### src/hw/rtl/br1_pkg.sv
package br1_pkg;

    // Fixed number of byte lanes on the result channel
    localparam int NUM_LANES = 4;

    // Header that does nothing
    localparam logic [7:0] HDR_NOP = 8'h80;

    typedef struct packed {
        logic [7:0] in_byte;
        logic       data_end;
    } in_item_t;

    typedef struct packed {
        logic [7:0] out_byte0;
        logic [7:0] out_byte1;
        logic [7:0] out_byte2;
        logic [7:0] out_byte3;
        logic [2:0] byte_count;
        logic       row_end;
        logic       error;
    } out_item_t;

    typedef enum logic [2:0] {
        ST_HDR,
        ST_LIT,
        ST_RUNB,
        ST_EMIT,
        ST_DISC
    } ctrl_state_t;

    typedef enum logic [1:0] {
        EMIT_NONE,
        EMIT_LIT,
        EMIT_CHUNK,
        EMIT_ERR
    } emit_op_t;

    typedef enum logic [2:0] {
        UPD_NONE,
        UPD_HDR,
        UPD_LIT,
        UPD_RUN,
        UPD_CLEAR_PKT,
        UPD_RESTART
    } upd_op_t;

    typedef struct packed {
        emit_op_t emit;
        upd_op_t  upd;
    } dp_cmd_t;

    typedef struct packed {
        logic is_lit_hdr;
        logic is_nop;
        logic hdr_fits;
        logic row_at_start;
        logic pkt_ok;
        logic pkt_one;
        logic lit_last_ok;
        logic run_exact;
        logic chunk_last;
        logic slot_free;
    } dp_status_t;

endpackage

### src/hw/rtl/br1_ctrl.sv
module br1_ctrl (
    input  logic               clk,
    input  logic               rst_n,
    input  logic               item_valid,
    input  logic               data_end,
    input  logic               cfg_fire,
    input  br1_pkg::dp_status_t status,
    output logic               item_ready,
    output br1_pkg::dp_cmd_t    cmd
);

    br1_pkg::ctrl_state_t state_reg;
    br1_pkg::ctrl_state_t state_next;
    logic                 item_fire;

    assign item_ready = (state_reg != br1_pkg::ST_EMIT) && status.slot_free;
    assign item_fire  = item_valid && item_ready;

    always_ff @(posedge clk or negedge rst_n)
    begin
        if (!rst_n)
            state_reg <= br1_pkg::ST_HDR;
        else
            state_reg <= state_next;
    end

    always_comb
    begin
        logic fail;
        fail       = 1'b0;
        state_next = state_reg;
        cmd.emit   = br1_pkg::EMIT_NONE;
        cmd.upd    = br1_pkg::UPD_NONE;

        unique case (state_reg)
            br1_pkg::ST_HDR:
            begin
                if (item_fire)
                begin
                    if (status.is_nop)
                        fail = data_end && !status.row_at_start;
                    else if (!status.hdr_fits || data_end)
                        fail = 1'b1;
                    else
                    begin
                        cmd.upd    = br1_pkg::UPD_HDR;
                        state_next = status.is_lit_hdr ? br1_pkg::ST_LIT : br1_pkg::ST_RUNB;
                    end
                end
            end
            br1_pkg::ST_LIT:
            begin
                if (item_fire)
                begin
                    if (!status.pkt_ok || (data_end && !status.lit_last_ok))
                        fail = 1'b1;
                    else
                    begin
                        cmd.emit   = br1_pkg::EMIT_LIT;
                        cmd.upd    = br1_pkg::UPD_LIT;
                        state_next = status.pkt_one ? br1_pkg::ST_HDR : br1_pkg::ST_LIT;
                    end
                end
            end
            br1_pkg::ST_RUNB:
            begin
                if (item_fire)
                begin
                    if (!status.pkt_ok || (data_end && !status.run_exact))
                        fail = 1'b1;
                    else
                    begin
                        cmd.upd    = br1_pkg::UPD_RUN;
                        state_next = br1_pkg::ST_EMIT;
                    end
                end
            end
            br1_pkg::ST_EMIT:
            begin
                if (status.slot_free)
                begin
                    cmd.emit = br1_pkg::EMIT_CHUNK;
                    if (status.chunk_last)
                        state_next = br1_pkg::ST_HDR;
                end
            end
            br1_pkg::ST_DISC:
            begin
                if (item_fire && data_end)
                begin
                    cmd.upd    = br1_pkg::UPD_RESTART;
                    state_next = br1_pkg::ST_HDR;
                end
            end
            default:
            begin
                state_next = br1_pkg::ST_HDR;
            end
        endcase

        // one error transfer, then either restart or drop input until data_end
        if (fail)
        begin
            cmd.emit = br1_pkg::EMIT_ERR;
            if (data_end)
            begin
                cmd.upd    = br1_pkg::UPD_RESTART;
                state_next = br1_pkg::ST_HDR;
            end
            else
            begin
                cmd.upd    = br1_pkg::UPD_CLEAR_PKT;
                state_next = br1_pkg::ST_DISC;
            end
        end

        if (cfg_fire)
            state_next = br1_pkg::ST_HDR;
    end

endmodule

### src/hw/rtl/br1_dpath.sv
module br1_dpath #(
    parameter int MAX_ROW_BYTES = 8192,
    parameter int OUT_LANES     = 4
) (
    input  logic                clk,
    input  logic                rst_n,
    input  logic                cfg_fire,
    input  logic [13:0]         cfg_row_bytes,
    input  logic [7:0]          in_byte,
    input  logic                result_ready,
    input  br1_pkg::dp_cmd_t     cmd,
    output br1_pkg::dp_status_t  status,
    output logic                result_valid,
    output br1_pkg::out_item_t   result
);

    localparam int ROW_CAP = (MAX_ROW_BYTES > 16383) ? 16383 : MAX_ROW_BYTES;
    localparam int LANES   = (OUT_LANES < 1) ? 1 :
                             ((OUT_LANES > br1_pkg::NUM_LANES) ? br1_pkg::NUM_LANES : OUT_LANES);

    logic [13:0]        row_bytes_reg;
    logic [13:0]        row_left_reg;
    logic [7:0]         pkt_left_reg;
    logic [7:0]         run_left_reg;
    logic [7:0]         run_byte_reg;
    logic               run_rend_reg;
    logic               out_valid_reg;
    br1_pkg::out_item_t out_reg;

    logic [13:0] row_len;
    logic [13:0] cfg_row_len;
    logic [7:0]  hdr_len;
    logic [7:0]  chunk;
    logic [13:0] row_after_run;

    assign row_len     = (row_bytes_reg > 14'(ROW_CAP)) ? 14'(ROW_CAP) : row_bytes_reg;
    assign cfg_row_len = (cfg_row_bytes > 14'(ROW_CAP)) ? 14'(ROW_CAP) : cfg_row_bytes;

    // literal header n gives n+1 bytes, run header gives 257-n
    assign hdr_len = in_byte[7] ? 8'(9'd257 - {1'b0, in_byte}) : 8'(in_byte + 8'd1);

    assign chunk         = (run_left_reg > 8'(LANES)) ? 8'(LANES) : run_left_reg;
    assign row_after_run = row_left_reg - {6'b0, pkt_left_reg};

    assign status.is_lit_hdr   = !in_byte[7];
    assign status.is_nop       = (in_byte == br1_pkg::HDR_NOP);
    assign status.hdr_fits     = ({6'b0, hdr_len} <= row_left_reg);
    assign status.row_at_start = (row_left_reg == row_len);
    assign status.pkt_ok       = (pkt_left_reg != 8'd0) && ({6'b0, pkt_left_reg} <= row_left_reg);
    assign status.pkt_one      = (pkt_left_reg == 8'd1);
    assign status.lit_last_ok  = (pkt_left_reg == 8'd1) && (row_left_reg == 14'd1);
    assign status.run_exact    = ({6'b0, pkt_left_reg} == row_left_reg);
    assign status.chunk_last   = (run_left_reg <= 8'(LANES));
    assign status.slot_free    = !out_valid_reg || result_ready;

    assign result_valid = out_valid_reg;
    assign result       = out_reg;

    always_ff @(posedge clk or negedge rst_n)
    begin
        if (!rst_n)
        begin
            row_bytes_reg <= 14'd40;
            row_left_reg  <= (14'd40 > 14'(ROW_CAP)) ? 14'(ROW_CAP) : 14'd40;
            pkt_left_reg  <= 8'd0;
            out_valid_reg <= 1'b0;
        end
        else if (cfg_fire)
        begin
            row_bytes_reg <= cfg_row_bytes;
            row_left_reg  <= cfg_row_len;
            pkt_left_reg  <= 8'd0;
        end
        else
        begin
            unique case (cmd.upd)
                br1_pkg::UPD_HDR:
                    pkt_left_reg <= hdr_len;
                br1_pkg::UPD_LIT:
                begin
                    pkt_left_reg <= pkt_left_reg - 8'd1;
                    row_left_reg <= (row_left_reg == 14'd1) ? row_len : row_left_reg - 14'd1;
                end
                br1_pkg::UPD_RUN:
                begin
                    pkt_left_reg <= 8'd0;
                    row_left_reg <= (row_after_run == 14'd0) ? row_len : row_after_run;
                end
                br1_pkg::UPD_CLEAR_PKT:
                    pkt_left_reg <= 8'd0;
                br1_pkg::UPD_RESTART:
                begin
                    pkt_left_reg <= 8'd0;
                    row_left_reg <= row_len;
                end
                default:
                begin
                end
            endcase

            if (cmd.emit != br1_pkg::EMIT_NONE)
                out_valid_reg <= 1'b1;
            else if (result_ready)
                out_valid_reg <= 1'b0;
        end
    end

    // run bookkeeping and result payload
    always_ff @(posedge clk)
    begin
        if (cmd.upd == br1_pkg::UPD_RUN)
        begin
            run_byte_reg <= in_byte;
            run_left_reg <= pkt_left_reg;
            run_rend_reg <= (row_after_run == 14'd0);
        end
        else if (cmd.emit == br1_pkg::EMIT_CHUNK)
            run_left_reg <= run_left_reg - chunk;

        unique case (cmd.emit)
            br1_pkg::EMIT_LIT:
            begin
                out_reg            <= '0;
                out_reg.out_byte0  <= in_byte;
                out_reg.byte_count <= 3'd1;
                out_reg.row_end    <= (row_left_reg == 14'd1);
            end
            br1_pkg::EMIT_CHUNK:
            begin
                out_reg.out_byte0  <= (chunk > 8'd0) ? run_byte_reg : 8'd0;
                out_reg.out_byte1  <= (chunk > 8'd1) ? run_byte_reg : 8'd0;
                out_reg.out_byte2  <= (chunk > 8'd2) ? run_byte_reg : 8'd0;
                out_reg.out_byte3  <= (chunk > 8'd3) ? run_byte_reg : 8'd0;
                out_reg.byte_count <= 3'(chunk);
                out_reg.row_end    <= run_rend_reg && status.chunk_last;
                out_reg.error      <= 1'b0;
            end
            br1_pkg::EMIT_ERR:
            begin
                out_reg       <= '0;
                out_reg.error <= 1'b1;
            end
            default:
            begin
            end
        endcase
    end

endmodule

### src/hw/rtl/byterun1_row_decoder.sv
// ByteRun1 (PackBits) row decoder.
// Input channel (item_valid / item_ready / item): one compressed byte per
// transfer, with data_end flagging the last byte of the stream.
// Result channel (result_valid / result_ready / result): decoded bytes, one
// per transfer for literals and up to OUT_LANES, at most NUM_LANES, per
// transfer for runs, with row_end on the transfer that completes a row and
// error on a single transfer that reports corrupt or truncated data.
// Config channel (cfg_valid / cfg_ready / cfg_row_bytes): row length in
// bytes; a write also restarts the decoder at a row start. Write only while
// idle. cfg_ready is always high.
// Flow: headers and literal bytes are taken back to back while the output
// register is free. After a run byte is taken, the run emitter owns the
// output register and input is held off until the last chunk of the run.
// Results: a literal or error result is registered and offered in the cycle
// after its byte is taken; a run's first chunk is registered from ST_EMIT.
// Reset: row length returns to 40, decoder waits for a header, output empty.
// Stall: a single output register parts the channels; while it is full and
// result_ready is low, input and run emission hold.
module byterun1_row_decoder #(
    parameter int MAX_ROW_BYTES = 8192,
    parameter int OUT_LANES     = 4
) (
    input  logic               clk,
    input  logic               rst_n,
    input  logic               cfg_valid,
    output logic               cfg_ready,
    input  logic [13:0]        cfg_row_bytes,
    input  logic               item_valid,
    output logic               item_ready,
    input  br1_pkg::in_item_t  item,
    output logic               result_valid,
    input  logic               result_ready,
    output br1_pkg::out_item_t result
);

    br1_pkg::dp_cmd_t    cmd;
    br1_pkg::dp_status_t status;
    logic                cfg_fire;

    // always take config; the contract keeps it to idle periods
    assign cfg_ready = 1'b1;
    assign cfg_fire  = cfg_valid;

    br1_ctrl u_ctrl (
        .clk        (clk),
        .rst_n      (rst_n),
        .item_valid (item_valid),
        .data_end   (item.data_end),
        .cfg_fire   (cfg_fire),
        .status     (status),
        .item_ready (item_ready),
        .cmd        (cmd)
    );

    br1_dpath #(
        .MAX_ROW_BYTES (MAX_ROW_BYTES),
        .OUT_LANES     (OUT_LANES)
    ) u_dpath (
        .clk           (clk),
        .rst_n         (rst_n),
        .cfg_fire      (cfg_fire),
        .cfg_row_bytes (cfg_row_bytes),
        .in_byte       (item.in_byte),
        .result_ready  (result_ready),
        .cmd           (cmd),
        .status        (status),
        .result_valid  (result_valid),
        .result        (result)
    );

endmodule
### config.mk
export PLATFORM = sky130hd
export DESIGN_NAME = byterun1_row_decoder
export DESIGN_NICKNAME = d
export VERILOG_FILES = /design/src/hw/rtl/br1_pkg.sv /design/src/hw/rtl/br1_ctrl.sv /design/src/hw/rtl/br1_dpath.sv /design/src/hw/rtl/byterun1_row_decoder.sv
export SDC_FILE = /design/constraint.sdc
export NUM_CORES = 1
export LEC_CHECK = 0
export BUFFER_PORTS_ARGS = -buffer_cell sky130_fd_sc_hd__buf_4
export CAP_MARGIN = 25
export CORE_MARGIN = 5
export CORE_UTILIZATION = 45
export CTS_BUF_LIST = sky130_fd_sc_hd__clkbuf_4 sky130_fd_sc_hd__clkbuf_8
export DETAILED_ROUTE_END_ITERATION = 10
export MAX_ROUTING_LAYER = met4
export SYNTH_ARGS = -nofsm -noshare
export SYNTH_HDL_FRONTEND = slang
export SYNTH_SLANG_ARGS = --single-unit
export TNS_END_PERCENT = 20
### constraint.sdc
create_clock -name clk -period 5.38 [get_ports clk]
set_input_delay 1.076 -clock clk [delete_from_list [all_inputs] [get_ports clk]]
set_output_delay 1.076 -clock clk [all_outputs]
set_load 0.1 [all_outputs]
==> tab_implementation.tex <==
\begin{tabular}{lr}
\hline
Metric & Value \\
\hline
\multicolumn{2}{l}{\textbf{Run status}} \\
\quad Outcome & completed \\
\multicolumn{2}{l}{\textbf{Pwr}} \\
\quad Clk pwr share & 0.115 \\
\quad Leak Pwr & 2.92 nW \\
\quad Sw frac & 0.546 \\
\quad Share of total power in sequential cells & 0.269 \\
\quad Power share of the combinational group & 0.616 \\
\quad Net switching power & 2.46 mW \\
\quad Max rail drop VDD & 0.244 mV \\
\quad Power density over the cells & 604 mW/mm² \\
\quad Power Internal & 2.04 mW \\
\multicolumn{2}{l}{\textbf{Yosys}} \\
\quad Syn Area/Cell & 9.44 µm² \\
\quad Synthesized flop and latch total & 94 \\
\quad Synth top area share & 0.246 \\
\quad Cell area after technology mapping & 0.00660 mm² \\
\quad Async set-reset flop share out of synthesis & 0.426 \\
\quad Largest family of logic cells by synthesized area & simple AND/OR/NAND/NOR gates \\
\quad Fraction of the mapped netlist area in simple logic gates & 0.224 \\
\quad Post-synthesis mux area share & 0.0286 \\
\quad Most used flip-flop cell after synthesis & sky130\_fd\_sc\_hd\_\_edfxtp\_1 \\
\quad Sequential area share after synthesis & 0.398 \\
\quad Unique masters post-synth & 92 \\
\quad Fraction of the mapped netlist area in adder cells & 0.0505 \\
\quad Number of synthesized flops with an enable pin & 54 \\
\quad Cells after Synth & 699 \\
\quad Synthesized-area fraction occupied by ao, oa, aoi and oai cells & 0.213 \\
\quad Cell type with the largest total area after synthesis & sky130\_fd\_sc\_hd\_\_edfxtp\_1 \\
\quad Share of the synthesized netlist area taken by xor and xnor gates & 0.0398 \\
\quad Main area contributors after synthesis & sky130\_fd\_sc\_hd\_\_edfxtp\_1, sky130\_fd\_sc\_hd\_\_dfrtp\_1, sky130\_fd\_sc\_hd\_\_ha\_1, sky130\_fd\_sc\_hd\_\_nor2\_1, sky130\_fd\_sc\_hd\_\_xnor2\_1 \\
\quad Yosys synthesis warning count & 0 \\
\multicolumn{2}{l}{\textbf{Cells and area}} \\
\quad Share of layout cells above drive strength 1 & 0.188 \\
\quad Total inserted antenna cells & 0 \\
\quad Total Nets Final & 808 \\
\quad Number of fill cells in the layout & 1,375 \\
\quad Commonest cells after routing, fill and taps aside & sky130\_fd\_sc\_hd\_\_buf\_4, sky130\_fd\_sc\_hd\_\_nor2\_1, sky130\_fd\_sc\_hd\_\_edfxtp\_1, sky130\_fd\_sc\_hd\_\_nand2\_1, sky130\_fd\_sc\_hd\_\_o21ai\_0 \\
\quad Area Growth Syn to Fin & 12.9\% \\
\quad Flip-flop count of the largest register, all copies and words added & 37 \\
\quad Non-Filler Instances & 943 \\
\quad Most common cell after layout, fill and taps aside & sky130\_fd\_sc\_hd\_\_buf\_4 \\
\multicolumn{2}{l}{\textbf{Route}} \\
\quad Residual antenna-violating net count after detailed routing & 0 \\
\quad Mean number of vias per cell & 6.29 \\
\quad Post-route DRC & 0 \\
\quad Total wirelength of the detailed-routed design & 21,000 µm \\
\quad Drt pass-1 iters & 6 \\
\quad Via total after detailed routing & 5,928 \\
\quad Iteration-0 DRC Markers & 506 \\
\quad Detail-routed net length per standard cell & 22.3 µm \\
\multicolumn{2}{l}{\textbf{Clock network}} \\
\quad Number of post-CTS setup repair buffers & 0 \\
\quad Clock latency of the later-clocked register in the worst-skew pair & 390 ps \\
\quad H-tree lvl count & 3 \\
\quad Clock slew at reported path FFs & 100 ps \\
\quad Maximum buffer depth of the clock tree & 2 \\
\quad Hold buffer count at CTS & 0 \\
\quad Resized Gates After CTS & 0 \\
\quad Cell at the root of the clock tree & sky130\_fd\_sc\_hd\_\_clkbuf\_8 \\
\quad CTS tree & built \\
\quad Inserted Clock Buffers & 9 \\
\quad \# clock sinks & 94 \\
\multicolumn{2}{l}{\textbf{Timing}} \\
\quad Crit share post-route & 0.812 \\
\quad RSZ-0062 raised after global routing & no \\
\quad Number of setup violations in the final report & 0 \\
\quad Final period demand of the worst path & 4370 ps \\
\quad Slew margin rel. & 0.319 \\
\quad Final max-slew violation count & 0 \\
\quad Setup skew after layout & 16.5 ps \\
\quad Accumulated negative setup slack & 0 ps \\
\quad Hold violation count in the final report & 0 \\
\quad Highest clock rate & 229 MHz \\
\quad Worst Tran Pin Value & 1020 ps \\
\multicolumn{2}{l}{\textbf{Setup path}} \\
\quad Cell with the most instances on the worst path & sky130\_fd\_sc\_hd\_\_nand2\_1 \\
\quad Largest stage delay, worst path & 470 ps \\
\quad Slowest stage cell on the critical path & sky130\_fd\_sc\_hd\_\_o31ai\_2 \\
\quad Critical path's top delay family & compound AO/OA/AOI/OAI gates \\
\quad Chain of cells forming the critical path & buf\_4 > nor4\_1 > nand2\_1 > a21oi\_1 > xnor2\_1 > ha\_1 > nand4\_1 > o2bb2ai\_1 > a311oi\_1 > a21o\_1 > nor3\_1 > o31ai\_2 > or2\_1 > nand2\_1 > o31ai\_1 \\
\quad Class of the most critical setup path & in2reg \\
\quad Worst Setup SP & item[3] \\
\quad Worst reg2reg startpoint & u\_dpath.row\_left\_reg[0] \\
\quad Worst setup EP type & flip-flop \\
\quad Register-to-register setup slack & 1230 ps \\
\quad Peak fanout along the critical path & 9 \\
\quad Worst EP required & 5680 ps \\
\quad Crit path buffers/inverters & 1 \\
\quad Worst Path Arrival & 4670 ps \\
\quad Critical Path Source Type & input pin \\
\multicolumn{2}{l}{\textbf{Die}} \\
\quad Die Footprint & 0.0172 mm² \\
\quad Std-Cell Core Area & 0.0145 mm² \\
\quad Count of boundary I/O pins & 68 \\
\quad Die extent in y & 131 µm \\
\quad Starting Density & 0.455 \\
\quad Die width & 131 µm \\
\quad Number of placement rows & 44 \\
\multicolumn{2}{l}{\textbf{Place}} \\
\quad Cell count after placement & 927 \\
\quad Count of input and output buffers & 66 \\
\quad Final GP Congestion & 1.03 \\
\quad Final HPWL DP & 15,900 µm \\
\multicolumn{2}{l}{\textbf{Global route}} \\
\quad Total routing resource utilization after global routing & 0.258 \\
\quad Initial antenna violation count & 0 \\
\quad Wire length of the first global-routing pass & 32,800 µm \\
\quad Maximum number of pins on one net before global-route repair & 41 \\
\quad Total grt overflow & 0 \\
\quad Number of global-route vias before repair & 5,826 \\
\multicolumn{2}{l}{\textbf{Min path}} \\
\quad Worst hold-check path type & reg2reg \\
\quad Launch instance of the worst min-delay path & u\_dpath.result\_valid \\
\multicolumn{2}{l}{\textbf{Run}} \\
\quad Max-cap violations & 0 \\
\hline
\end{tabular}
[cell usage after synthesis, types with 6 or more instances]
library cell                n
sky130_fd_sc_hd__nor2_1    63
sky130_fd_sc_hd__edfxtp_1  54
sky130_fd_sc_hd__nand2_1   51
sky130_fd_sc_hd__o21ai_0   40
sky130_fd_sc_hd__a21oi_1   39
sky130_fd_sc_hd__dfrtp_1   36
sky130_fd_sc_hd__inv_1     31
sky130_fd_sc_hd__and2_1    25
sky130_fd_sc_hd__ha_1      25
sky130_fd_sc_hd__nor3_1    23
sky130_fd_sc_hd__xnor2_1   23
sky130_fd_sc_hd__clkbuf_1  17
sky130_fd_sc_hd__nand3_1   17
sky130_fd_sc_hd__mux2_2    15
sky130_fd_sc_hd__a22o_1    13
sky130_fd_sc_hd__and3_1    12
sky130_fd_sc_hd__nor2b_1   12
sky130_fd_sc_hd__nand4_1   11
sky130_fd_sc_hd__nor4_1    11
sky130_fd_sc_hd__o22ai_1    9
sky130_fd_sc_hd__a31oi_1    8
sky130_fd_sc_hd__a32oi_1    7
sky130_fd_sc_hd__or3_1      7
sky130_fd_sc_hd__xor2_1     7
sky130_fd_sc_hd__a21o_1     6
sky130_fd_sc_hd__a22oi_1    6
sky130_fd_sc_hd__buf_2      6
sky130_fd_sc_hd__o31ai_1    6
[power groups by stage]
stage	clock, mW	sequential [mW]	combinational (mW)
after global routing	0.553	1.24	2.94
after detailed placement	0	1.22	2.73
after global placement	0	1.22	2.73
after CTS	0.525	1.21	2.75
after floorplan	0	1.86	1.42
final	0.517	1.21	2.77
[worst register-to-register path: stages (launching register included)]
cell	delay (ps)
sky130_fd_sc_hd__dfrtp_1	380
sky130_fd_sc_hd__inv_1	150
sky130_fd_sc_hd__ha_1	220
sky130_fd_sc_hd__inv_1	60
sky130_fd_sc_hd__fa_1	440
sky130_fd_sc_hd__a211oi_4	310
sky130_fd_sc_hd__o21ai_0	140
sky130_fd_sc_hd__a211oi_1	590
sky130_fd_sc_hd__o311ai_2	150
sky130_fd_sc_hd__o21a_2	190
sky130_fd_sc_hd__o31ai_2	490
sky130_fd_sc_hd__or2_1	440
sky130_fd_sc_hd__nand2_1	240
sky130_fd_sc_hd__o31ai_1	270
[routing by layer]
metal / up-vias / wire length [µm] / GRT usage
met4: 0 / 792 / 0.105
met5: - / 0 / -
met3: 52 / 1290 / 0.0348
met2: 259 / 10300 / 0.431
met1: 2869 / 8580 / 0.317
li1: 2748 / - / -
[layout make-up]
cell class                 count  area [µm²]  share of cell area
inverter                      32         123              0.0165
clock inverter                 6        67.6             0.00907
multi-input combinational    539        3670               0.494
timing repair buffer          78         586              0.0786
tap                          184         230              0.0309
clock buffer                  10         138              0.0185
sequential                    94        2630               0.353
[kinds of logic after synthesis]
family,after synthesis
fa+ha+maj,26
flops,94
other cells,1
mux,17
compound gates,195
xor+xnor,30
buf+inv,67
simple gates,269
[through the flow]
| step | total power [mW] | setup WS, ps | cell area [µm²] | util | hold slack (ps) |
|---|---|---|---|---|---|
| after floorplan | 3.29 | 781 | 6600 | - | 493 |
| after global placement | 3.95 | 764 | 7240 | 0.500 | 511 |
| after detailed placement | 3.96 | 714 | 7240 | 0.500 | 519 |
| after CTS | 4.48 | 1120 | 7450 | 0.514 | 545 |
| after global routing | 4.73 | 784 | 7450 | 0.514 | 569 |
| final | 4.50 | 1010 | 7450 | 0.514 | 538 |
[path summary, 6_finish.rpt]
path	endpoint	depth (start not counted)
max	u_dpath.row_left_reg[9]	15
min	u_dpath.result_valid	1
max reg2reg	u_dpath.row_left_reg[9]	13
min reg2reg	u_dpath.result_valid	1
max in group asynchronous	u_dpath.row_bytes_reg[3]	1
min in group asynchronous	u_dpath.row_left_reg[12]	1
Power figures use the tool's default switching activity.
